$ cat src/rtl/core/lrucc_pkg.sv
package lrucc_pkg;

  localparam int DEPTH     = 16;
  localparam int KEY_BITS  = 64;
  localparam int DATA_BITS = 32;

  localparam int IDX_BITS  = (DEPTH > 1) ? $clog2(DEPTH) : 1;
  localparam int RANK_BITS = IDX_BITS;
  localparam int CNT_BITS  = $clog2(DEPTH + 1);

  localparam int CAP_BITS  = 5;
  localparam logic [CAP_BITS-1:0] CAP_RESET = 5'd16;
  localparam int CMP_BITS  = (CNT_BITS > CAP_BITS) ? CNT_BITS : CAP_BITS;

  localparam int STAT_BITS = 3;

  localparam int IN_TDATA_BITS  = ((KEY_BITS + DATA_BITS + 7) / 8) * 8;
  localparam int OUT_TDATA_BITS = ((DATA_BITS + KEY_BITS + 7) / 8) * 8;

  localparam int APB_ADDR_BITS = 3;
  localparam int APB_DATA_BITS = 32;
  localparam logic REG_CAPACITY = 1'b0;   // word index of the capacity register

  localparam logic REQ_LOOKUP = 1'b0;
  localparam logic REQ_ADD    = 1'b1;

  typedef enum logic [STAT_BITS-1:0] {
    STAT_MISS     = 3'd0,
    STAT_HIT      = 3'd1,
    STAT_UPDATED  = 3'd2,
    STAT_INSERTED = 3'd3,
    STAT_EVICTED  = 3'd4,
    STAT_REJECTED = 3'd5
  } lrucc_status_t;

  typedef enum logic [1:0] {
    ST_IDLE,
    ST_LOOK,
    ST_COMMIT
  } lrucc_state_t;

  typedef struct packed {
    logic load;     // capture the incoming item
    logic look;     // search the store, register match and victim
    logic commit;   // update the store and load the result register
  } lrucc_cmd_t;

  typedef struct packed {
    logic out_free; // result register empty or being drained this cycle
  } lrucc_sts_t;

endpackage

$ cat src/rtl/core/lrucc_ctrl.sv
module lrucc_ctrl import lrucc_pkg::*; (
  input  logic       clk,
  input  logic       rst_n,
  input  logic       in_tvalid,
  output logic       in_tready,
  input  lrucc_sts_t sts,
  output lrucc_cmd_t cmd
);

  lrucc_state_t state_r, state_nxt;

  always_ff @(posedge clk) begin
    if (!rst_n) begin
      state_r <= ST_IDLE;
    end else begin
      state_r <= state_nxt;
    end
  end

  always_comb begin
    state_nxt  = state_r;
    cmd        = '0;
    in_tready  = 1'b0;
    case (state_r)
      ST_IDLE: begin
        in_tready = 1'b1;
        if (in_tvalid) begin
          cmd.load  = 1'b1;
          state_nxt = ST_LOOK;
        end
      end
      ST_LOOK: begin
        cmd.look  = 1'b1;
        state_nxt = ST_COMMIT;
      end
      ST_COMMIT: begin
        // hold until the previous result has left the output register
        if (sts.out_free) begin
          cmd.commit = 1'b1;
          state_nxt  = ST_IDLE;
        end
      end
      default: begin
        state_nxt = ST_IDLE;
      end
    endcase
  end

endmodule

$ cat src/rtl/core/lrucc_datapath.sv
module lrucc_datapath import lrucc_pkg::*; (
  input  logic                 clk,
  input  logic                 rst_n,
  input  lrucc_cmd_t           cmd,
  output lrucc_sts_t           sts,
  input  logic                 in_req_type,
  input  logic [KEY_BITS-1:0]  in_key,
  input  logic [DATA_BITS-1:0] in_data,
  input  logic [CAP_BITS-1:0]  cap,
  output logic                 out_valid,
  input  logic                 out_ready,
  output logic [STAT_BITS-1:0] out_status,
  output logic [DATA_BITS-1:0] out_data,
  output logic [KEY_BITS-1:0]  out_evkey
);

  // captured request
  logic                 req_type_r;
  logic [KEY_BITS-1:0]  key_r;
  logic [DATA_BITS-1:0] data_r;

  // entry storage
  logic [KEY_BITS-1:0]  key_store  [DEPTH];
  logic [DATA_BITS-1:0] data_store [DEPTH];
  logic [DEPTH-1:0]     valid_r, valid_nxt;
  logic [RANK_BITS-1:0] rank_r   [DEPTH];
  logic [RANK_BITS-1:0] rank_nxt [DEPTH];
  logic [CNT_BITS-1:0]  occ_r, occ_nxt;

  // lookup stage results
  logic                 hit_r;
  logic [IDX_BITS-1:0]  hit_idx_r;
  logic [RANK_BITS-1:0] hit_rank_r;
  logic [DATA_BITS-1:0] hit_data_r;
  logic [IDX_BITS-1:0]  lru_idx_r;
  logic [KEY_BITS-1:0]  lru_key_r;
  logic [IDX_BITS-1:0]  free_idx_r;
  logic                 full_r;
  logic                 cap_zero_r;

  // result register
  logic                 out_valid_r;
  logic [STAT_BITS-1:0] status_r, status_nxt;
  logic [DATA_BITS-1:0] dout_r, dout_nxt;
  logic [KEY_BITS-1:0]  ekey_r, ekey_nxt;

  logic                 hit_c;
  logic [IDX_BITS-1:0]  hit_idx_c, lru_idx_c, free_idx_c;
  logic [CMP_BITS-1:0]  cap_eff_c;
  logic [RANK_BITS-1:0] lru_rank_c;

  logic                 wr_en;
  logic [IDX_BITS-1:0]  wr_idx;
  logic                 wr_key_en;

  // parallel search: key match, least recent entry, first free slot
  always_comb begin
    hit_c      = 1'b0;
    hit_idx_c  = '0;
    lru_idx_c  = '0;
    free_idx_c = '0;
    lru_rank_c = RANK_BITS'(occ_r - CNT_BITS'(1));
    for (int i = DEPTH - 1; i >= 0; i--) begin
      if (valid_r[i] && key_store[i] == key_r) begin
        hit_c     = 1'b1;
        hit_idx_c = IDX_BITS'(i);
      end
      if (valid_r[i] && rank_r[i] == lru_rank_c) begin
        lru_idx_c = IDX_BITS'(i);
      end
      if (!valid_r[i]) begin
        free_idx_c = IDX_BITS'(i);
      end
    end
  end

  // clamp capacity to the store depth
  always_comb begin
    if (CMP_BITS'(cap) > CMP_BITS'(DEPTH)) begin
      cap_eff_c = CMP_BITS'(DEPTH);
    end else begin
      cap_eff_c = CMP_BITS'(cap);
    end
  end

  always_ff @(posedge clk) begin
    if (cmd.load) begin
      req_type_r <= in_req_type;
      key_r      <= in_key;
      data_r     <= in_data;
    end
    if (cmd.look) begin
      hit_r      <= hit_c;
      hit_idx_r  <= hit_idx_c;
      hit_rank_r <= rank_r[hit_idx_c];
      hit_data_r <= data_store[hit_idx_c];
      lru_idx_r  <= lru_idx_c;
      lru_key_r  <= key_store[lru_idx_c];
      free_idx_r <= free_idx_c;
      full_r     <= CMP_BITS'(occ_r) >= cap_eff_c;
      cap_zero_r <= cap_eff_c == '0;
    end
  end

  // commit: decide the outcome and the new recency order
  always_comb begin
    valid_nxt  = valid_r;
    rank_nxt   = rank_r;
    occ_nxt    = occ_r;
    status_nxt = STAT_MISS;
    dout_nxt   = '0;
    ekey_nxt   = '0;
    wr_en      = 1'b0;
    wr_key_en  = 1'b0;
    wr_idx     = hit_idx_r;
    if (req_type_r == REQ_LOOKUP || (!cap_zero_r && hit_r)) begin
      if (hit_r) begin
        if (req_type_r == REQ_LOOKUP) begin
          status_nxt = STAT_HIT;
          dout_nxt   = hit_data_r;
        end else begin
          status_nxt = STAT_UPDATED;
          wr_en      = 1'b1;
        end
        // age entries more recent than the touched one
        for (int i = 0; i < DEPTH; i++) begin
          if (valid_r[i] && rank_r[i] < hit_rank_r) begin
            rank_nxt[i] = rank_r[i] + RANK_BITS'(1);
          end
          if (IDX_BITS'(i) == hit_idx_r) begin
            rank_nxt[i] = '0;
          end
        end
      end
    end else if (cap_zero_r) begin
      status_nxt = STAT_REJECTED;
    end else begin
      wr_en     = 1'b1;
      wr_key_en = 1'b1;
      if (full_r) begin
        status_nxt = STAT_EVICTED;
        ekey_nxt   = lru_key_r;
        wr_idx     = lru_idx_r;
      end else begin
        status_nxt = STAT_INSERTED;
        wr_idx     = free_idx_r;
        occ_nxt    = occ_r + CNT_BITS'(1);
      end
      for (int i = 0; i < DEPTH; i++) begin
        if (valid_r[i] && IDX_BITS'(i) != wr_idx) begin
          rank_nxt[i] = rank_r[i] + RANK_BITS'(1);
        end
        if (IDX_BITS'(i) == wr_idx) begin
          rank_nxt[i]  = '0;
          valid_nxt[i] = 1'b1;
        end
      end
    end
  end

  always_ff @(posedge clk) begin
    if (cmd.commit && wr_en) begin
      data_store[wr_idx] <= data_r;
      if (wr_key_en) begin
        key_store[wr_idx] <= key_r;
      end
    end
  end

  always_ff @(posedge clk) begin
    if (!rst_n) begin
      valid_r <= '0;
      occ_r   <= '0;
      for (int i = 0; i < DEPTH; i++) begin
        rank_r[i] <= '0;
      end
    end else if (cmd.commit) begin
      valid_r <= valid_nxt;
      occ_r   <= occ_nxt;
      rank_r  <= rank_nxt;
    end
  end

  always_ff @(posedge clk) begin
    if (!rst_n) begin
      out_valid_r <= 1'b0;
    end else if (cmd.commit) begin
      out_valid_r <= 1'b1;
    end else if (out_ready) begin
      out_valid_r <= 1'b0;
    end
  end

  always_ff @(posedge clk) begin
    if (cmd.commit) begin
      status_r <= status_nxt;
      dout_r   <= dout_nxt;
      ekey_r   <= ekey_nxt;
    end
  end

  assign sts.out_free = !out_valid_r || out_ready;
  assign out_valid    = out_valid_r;
  assign out_status   = status_r;
  assign out_data     = dout_r;
  assign out_evkey    = ekey_r;

endmodule

$ cat src/rtl/core/lru_content_cache.sv
// Fully associative content store of DEPTH entries with least-recently-used
// replacement. Each input item is a lookup (tuser 0) or an add (tuser 1) of a
// name key with a data handle; each one yields exactly one result item with a
// status (miss, hit, updated, inserted, inserted with eviction, rejected), the
// stored handle on a lookup hit and the evicted key on an eviction. Items are
// handled one at a time: each is accepted, then its key is searched over all
// entries at once, then the store and recency order are committed, and the
// commit waits while the output register holds a result not being drained.
// The next item is accepted while a result still waits downstream.
// Capacity (register 0, byte address 0, reset 16) is clamped to the depth;
// zero rejects every add while lookups still search. Stores need no clearing
// pass after reset: entries become visible only through their valid marks.
module lru_content_cache import lrucc_pkg::*; (
  input  logic                      clk,
  input  logic                      rst_n,
  // input channel
  input  logic                      in_tvalid,
  output logic                      in_tready,
  input  logic [IN_TDATA_BITS-1:0]  in_tdata,   // name_key, data_handle
  input  logic                      in_tuser,   // req_type
  // result channel
  output logic                      out_tvalid,
  input  logic                      out_tready,
  output logic [OUT_TDATA_BITS-1:0] out_tdata,  // data_out, evicted_key
  output logic [STAT_BITS-1:0]      out_tuser,  // status
  // configuration port
  input  logic                      cfg_psel,
  input  logic                      cfg_penable,
  input  logic                      cfg_pwrite,
  input  logic [APB_ADDR_BITS-1:0]  cfg_paddr,
  input  logic [APB_DATA_BITS-1:0]  cfg_pwdata,
  output logic [APB_DATA_BITS-1:0]  cfg_prdata,
  output logic                      cfg_pready
);

  logic [CAP_BITS-1:0]  cap_r;
  logic                 cap_sel;
  lrucc_cmd_t           cmd;
  lrucc_sts_t           sts;
  logic [DATA_BITS-1:0] dout;
  logic [KEY_BITS-1:0]  ekey;

  // Register decode ignores the byte offset within the word.
  assign cap_sel    = cfg_paddr[2] == REG_CAPACITY;
  assign cfg_pready = 1'b1;

  always_ff @(posedge clk) begin
    if (!rst_n) begin
      cap_r <= CAP_RESET;
    end else if (cfg_psel && cfg_penable && cfg_pwrite && cfg_pready && cap_sel) begin
      cap_r <= cfg_pwdata[CAP_BITS-1:0];
    end
  end

  assign cfg_prdata = cap_sel ? APB_DATA_BITS'(cap_r) : '0;

  // Sequence each item: accept, search, commit.
  lrucc_ctrl u_ctrl (
    .clk       (clk),
    .rst_n     (rst_n),
    .in_tvalid (in_tvalid),
    .in_tready (in_tready),
    .sts       (sts),
    .cmd       (cmd)
  );

  // Entry storage, recency ranks and the result register.
  lrucc_datapath u_dp (
    .clk         (clk),
    .rst_n       (rst_n),
    .cmd         (cmd),
    .sts         (sts),
    .in_req_type (in_tuser),
    .in_key      (in_tdata[KEY_BITS-1:0]),
    .in_data     (in_tdata[KEY_BITS+DATA_BITS-1:KEY_BITS]),
    .cap         (cap_r),
    .out_valid   (out_tvalid),
    .out_ready   (out_tready),
    .out_status  (out_tuser),
    .out_data    (dout),
    .out_evkey   (ekey)
  );

  // Pack the result, handle in the low bits, evicted key above it.
  assign out_tdata = OUT_TDATA_BITS'({ekey, dout});

endmodule

$ cat config.mk
export PLATFORM = sky130hd
export DESIGN_NAME = lru_content_cache
export DESIGN_NICKNAME = d
export VERILOG_FILES = /design/src/rtl/core/lrucc_pkg.sv /design/src/rtl/core/lrucc_ctrl.sv /design/src/rtl/core/lrucc_datapath.sv /design/src/rtl/core/lru_content_cache.sv
export SDC_FILE = /design/constraint.sdc
export NUM_CORES = 2
export LEC_CHECK = 0
export ABC_AREA = 1
export BUFFER_PORTS_ARGS = -buffer_cell sky130_fd_sc_hd__buf_2
export CORE_ASPECT_RATIO = 2
export CORE_MARGIN = 2
export CORE_UTILIZATION = 60
export DETAILED_ROUTE_END_ITERATION = 8
export PLACE_DENSITY_LB_ADDON = 0.2
export SLEW_MARGIN = 40
export SYNTH_ARGS = -nofsm -noshare
export SYNTH_HDL_FRONTEND = slang
export SYNTH_SLANG_ARGS = --single-unit
$ cat constraint.sdc
create_clock -name clk -period 11.1 [get_ports clk]
set_input_delay 2.22 -clock clk [delete_from_list [all_inputs] [get_ports clk]]
set_output_delay 2.22 -clock clk [all_outputs]
set_load 0.01 [all_outputs]
==> results of run 1 <==
[per-stage QoR]
step | util, % | cell area, um^2
after detailed placement | 62.6 | 97400
after CTS | 66.3 | 103000
after floorplan | - | 93900
after global placement | 62.3 | 97000
[metal layers]
metal,global-route usage [%],GRT overflow
met5,24.0,0
met3,55.2,5
met1,72.6,3
met2,91.4,437
met4,75.3,282
[logic make-up after synthesis]
family,Yosys count,share of synthesized area (%)
buf+inv,1484,6.88
other cells,2,0.00801
compound gates,1377,9.69
fa+ha+maj,71,0.947
flops,1940,61.1
simple gates,4167,18.7
xor+xnor,284,2.65
[cell usage after synthesis, types with 3 or more instances]
| cell type | n |
|---|---|
| nand3b_1 | 9 |
| nand2_2 | 3 |
| o211a_1 | 3 |
| nand2_4 | 3 |
| o21ai_0 | 244 |
| buf_1 | 47 |
| nand3_1 | 1006 |
| clkbuf_1 | 134 |
| or4_1 | 3 |
| nor4b_1 | 4 |
| o211ai_1 | 457 |
| clkinv_1 | 6 |
| nand2_1 | 2403 |
| nand4_1 | 72 |
| a21boi_0 | 17 |
| o2111ai_1 | 12 |
| a211oi_1 | 14 |
| buf_4 | 76 |
| edfxtp_1 | 1847 |
| ha_1 | 71 |
| buf_2 | 278 |
| nor4_1 | 113 |
| or2_2 | 16 |
| a221oi_1 | 55 |
| xor2_1 | 152 |
| o21ai_1 | 12 |
| inv_2 | 30 |
| dfxtp_1 | 93 |
| o22ai_1 | 372 |
| a21oi_1 | 123 |
| nor3_1 | 46 |
| xnor2_1 | 132 |
| inv_1 | 880 |
| a31oi_1 | 3 |
| buf_6 | 33 |
| nor2_1 | 486 |
| o21bai_1 | 4 |
| a2111oi_0 | 25 |
| a22o_1 | 27 |
==> impl_metrics.ini, run 1 <==
[placement]
placement.setup.worst_slack_ns = 3.81
hpwl_um = 336000
portBuffers = 215
place_congestion = 1.19
placedCellCount = 11400

[synth]
synth_seq_cells = 1940
synth_area_leader_cell = edfxtp_1
yosysWarnings = 0
syn-cell-area_um2 = 93800
synth_edf_count = 1847
netlist.area_leader.share_pct = 59.1
ys_types = 50
syn_inst = 9325
synth_async_sr_flop_share_pct = 0
yosys-top-cells-area = edfxtp_1 (59%), nand2_1 (9.6%), nand3_1 (5.4%)
synth_ff_type = edfxtp_1
syn_area_per_cell_um2 = 10.1
ys_seq_area_share_pct = 61.1

[floorplanning]
die_w_um = 284
num_rows = 205
initial_utilization_pct = 60.3
die_y_um = 563
ios = 273

[cts]
post_cts_resized = 0
htree_levels = 4
cts_buffers = 179
root_buffer = clkbuf_16
hold_buffers = 0
cts_setup_buffers = 0
clock_sinks = 1940
cts_max_path_buffers = 4

[global_routing]
grt_pass1_wl_um = 820000
grt_use_total_pct = 73.1
grt_max_degree = 167
grt_pass1_vias = 91000
grt-ovfl-total = 727

[outcome]
haltStage = 5_1_grt
status = stopped before the end
error_line = [ERROR GRT-0116] Global routing finished with congestion. Check the congestion regions in the DRC Viewer.
==> run 2: changes to the inputs <==
--- a/config.mk
+++ b/config.mk
@@ -7,11 +7,10 @@
 export LEC_CHECK = 0
 export ABC_AREA = 1
 export BUFFER_PORTS_ARGS = -buffer_cell sky130_fd_sc_hd__buf_2
-export CORE_ASPECT_RATIO = 2
 export CORE_MARGIN = 2
-export CORE_UTILIZATION = 60
+export CORE_UTILIZATION = 40
 export DETAILED_ROUTE_END_ITERATION = 8
-export PLACE_DENSITY_LB_ADDON = 0.2
+export PLACE_DENSITY_LB_ADDON = 0.15
 export SLEW_MARGIN = 40
 export SYNTH_ARGS = -nofsm -noshare
 export SYNTH_HDL_FRONTEND = slang
==> run 2 against run 1 <==
  * The flow now finishes without violations
  * Area after synthesis unchanged
  * Synthesized cell count is the same
==> impl_metrics.ini, run 2 <==
[final_layout]
fin_nets = 9663
fin_area_um2 = 106000
layout_commonest_cell = nand2_1
drive_gt1_share_pct = 9.13
syn_to_final_growth_pct = 12.6
final_util_pct = 45.3
largest_reg_flops = 1024
fillers = 22200
layout_common_cells = nand2_1 (2398), edfxtp_1 (1847), nand3_1 (1005)
regMostFlops = u_dp.key_store
reg_top3 = u_dp.key_store x1024, u_dp.data_store x512

[cts]
clock_sinks = 1940
root_buffer = clkbuf_16
post_cts_resized = 0
cts_max_path_buffers = 3
hold_buffers = 0
clock_latency_ns = 0.90
cts_tree = done
cts_buffers = 217
cts_setup_buffers = 0
clk_pin_slew_worst_paths_ns = 0.06
htree_levels = 4

[synth]
synth_seq_cells = 1940
syn_area_per_cell_um2 = 10.1
synth_compound_area_share_pct = 9.69
yosysMostFrequentCell = nand2_1
yosysWarnings = 0
syn-cell-area_um2 = 93800
yosys-top-cells-count = nand2_1 (2403), edfxtp_1 (1847), nand3_1 (1006)
synth_edf_count = 1847
netlist.area_leader.share_pct = 59.1
synth_ff_type = edfxtp_1
synth-adder-area-share_pct = 0.947
synth_area_leader_cell = edfxtp_1
yosys-top-cells-area = edfxtp_1 (59%), nand2_1 (9.6%), nand3_1 (5.4%)
synthSimpleGateAreaFrac_pct = 18.7
synth_async_sr_flop_share_pct = 0
ys_seq_area_share_pct = 61.1
syn_inst = 9325
synthMuxAreaShare_pct = 0
ys_types = 50
synth_top_family_by_area = simple AND/OR/NAND/NOR gates
synthXorXnorAreaFrac_pct = 2.65

[worst_hold_path]
hold_class = reg -> reg
hold_depth = 2
worstHoldEndpoint = u_dp.occ_r[4]
min_from = u_dp.occ_r[4]

[drt]
drc = 0
routed_wl_um = 423000
firstDrtPassIters = 6
vias = 77800
via_per_inst = 6.09
postRouteAntennaNets = 0
wl_per_cell_um = 33.1
drt_iter0_markers = 12300

[global_routing]
met2_usage_pct = 49.7
antenna_found_initial = 36
busiest_layer = met2
use_met1_pct = 47.2
grt_max_degree = 175
grt_pass1_vias = 71700
grt_use_total_pct = 34.6
met3_usage_pct = 7.95
grt_pass1_wl_um = 572000
grt-ovfl-total = 0

[worst_setup_path]
endpoint_kind = register
max_stage_delay_ns = 0.72
path_delay_family = simple AND/OR/NAND/NOR gates
critPathKind = reg -> reg
crit_buf_inv = 5
cp-start-kind = register
required_ns = 11.70
worstRegToRegCells = 33
cp_data_arrival_time_ns = 8.17
slowest_stage = nand2_8
cp_max_fo = 106
timing.rr.end = u_dp.hit_rank_r[2]
r2r_start = u_dp.key_r[3]
crit_top_cell = nand2_1
r2r_slack_ns = 3.53

[placement]
portBuffers = 215
hpwl_um = 285000
place_congestion = 1.04
placed_area_um2 = 98300

[job]
cap_violations = 0

[sta]
period_minus_slack_ns = 7.57
hold_ws_ns = 0.480
clock.fmax_ghz = 0.132
report.final.setup_viol = 0
drv_slew = 0
worst_pin_slew_ns = 1.15
setup-tns-final_ns = 0
grt_setup_unrepaired = false
hold_viol_final = 0
skew_ns = 0.0662
slew_headroom_pct = 23.4
period_share_pct = 68.2

[power]
p_switching_mw = 3.95
p_leak_nw = 40.4
pwr-share-comb_pct = 5.5
powerDensity_nw_per_um2 = 155
ir_drop_mv = 0.124
internal_power_mw = 12.4
clockPowerShare_pct = 44.9
finalPower_mw = 16.4
p_sw_share_pct = 24.1
seq_power_share_pct = 49.6

[floorplanning]
die_w_um = 488
initial_utilization_pct = 40.3
die_area_um2 = 238000
num_rows = 177
die_y_um = 488
core-area_um2 = 233000
ios = 273

[outcome]
status = finished, final reports clean
==> run 2: how the worst max path moves through the flow <==
stage / from / slack [ns] / cells past startpoint / end
after floorplan: in_tvalid / 1.62 / 2 / u_dp.data_r[0]
after global placement: u_dp.key_r[57] / 3.94 / 19 / u_dp.hit_rank_r[2]
after detailed placement: u_dp.key_r[3] / 3.87 / 34 / u_dp.hit_rank_r[0]
after CTS: u_dp.key_r[3] / 3.83 / 34 / u_dp.hit_rank_r[0]
after global routing: u_dp.key_r[3] / 3.36 / 34 / u_dp.hit_rank_r[2]
final: u_dp.key_r[3] / 3.53 / 33 / u_dp.hit_rank_r[2]
==> run 2: layout make-up <==
cell class / instances / area (um^2) / area share, %
Sequential cell: 1940 / 57300 / 54.3
Multi-Input combinational cell: 5927 / 30500 / 28.9
Clock buffer: 256 / 5650 / 5.35
Tap cell: 3132 / 3920 / 3.71
Inverter: 916 / 3480 / 3.29
Timing Repair Buffer: 451 / 3170 / 3.00
Clock inverter: 146 / 1510 / 1.43
Antenna cell: 11 / 27.5 / 0.0261
==> run 2: logic make-up after synthesis <==
logic type               after synthesis
AO/OA/AOI/OAI                       1377
XOR/XNOR                             284
adder cells (fa/ha/maj)               71
buffers and inverters               1484
flip-flops                          1940
other                                  2
AND/OR/NAND/NOR                     4167
==> run 2: worst min-delay path, delay by kind of cell, from the launching register on <==
| kind | cells | cell delay [ns] |
|---|---|---|
| flip-flops | 1 | 0.31 |
| buffers and inverters | 1 | 0.06 |
| AO/OA/AOI/OAI | 1 | 0.06 |
==> run 2: routing by layer <==
metal  routed length, um  part of all wire, %  up-vias
met2              176000                   42     5314
met5                 284                0.067        -
met3               48600                   11     1066
met4               31200                  7.4       16
met1              166000                   39    38400
li1                    -                    -    33000
==> run 2: power by group through the flow <==
stage          logic [mW]  clock network, mW  registers, mW
2_1_floorplan       0.337                  0           8.31
4_1_cts             0.851               7.44           8.13
3_3_place_gp        0.839                  0           8.29
6_report            0.901               7.36           8.13
3_5_place_dp        0.849                  0           8.29
5_1_grt             0.897               7.70           8.14
==> run 2: stage by stage <==
stage / std cells / setup WS, ns
after floorplan: 9351 / 1.62
after global placement: 12400 / 3.94
after detailed placement: 12400 / 3.87
after CTS: 12800 / 3.83
after global routing: 12800 / 3.36
final: 12800 / 3.53
Note: power is estimated with default switching activity, not from simulation.
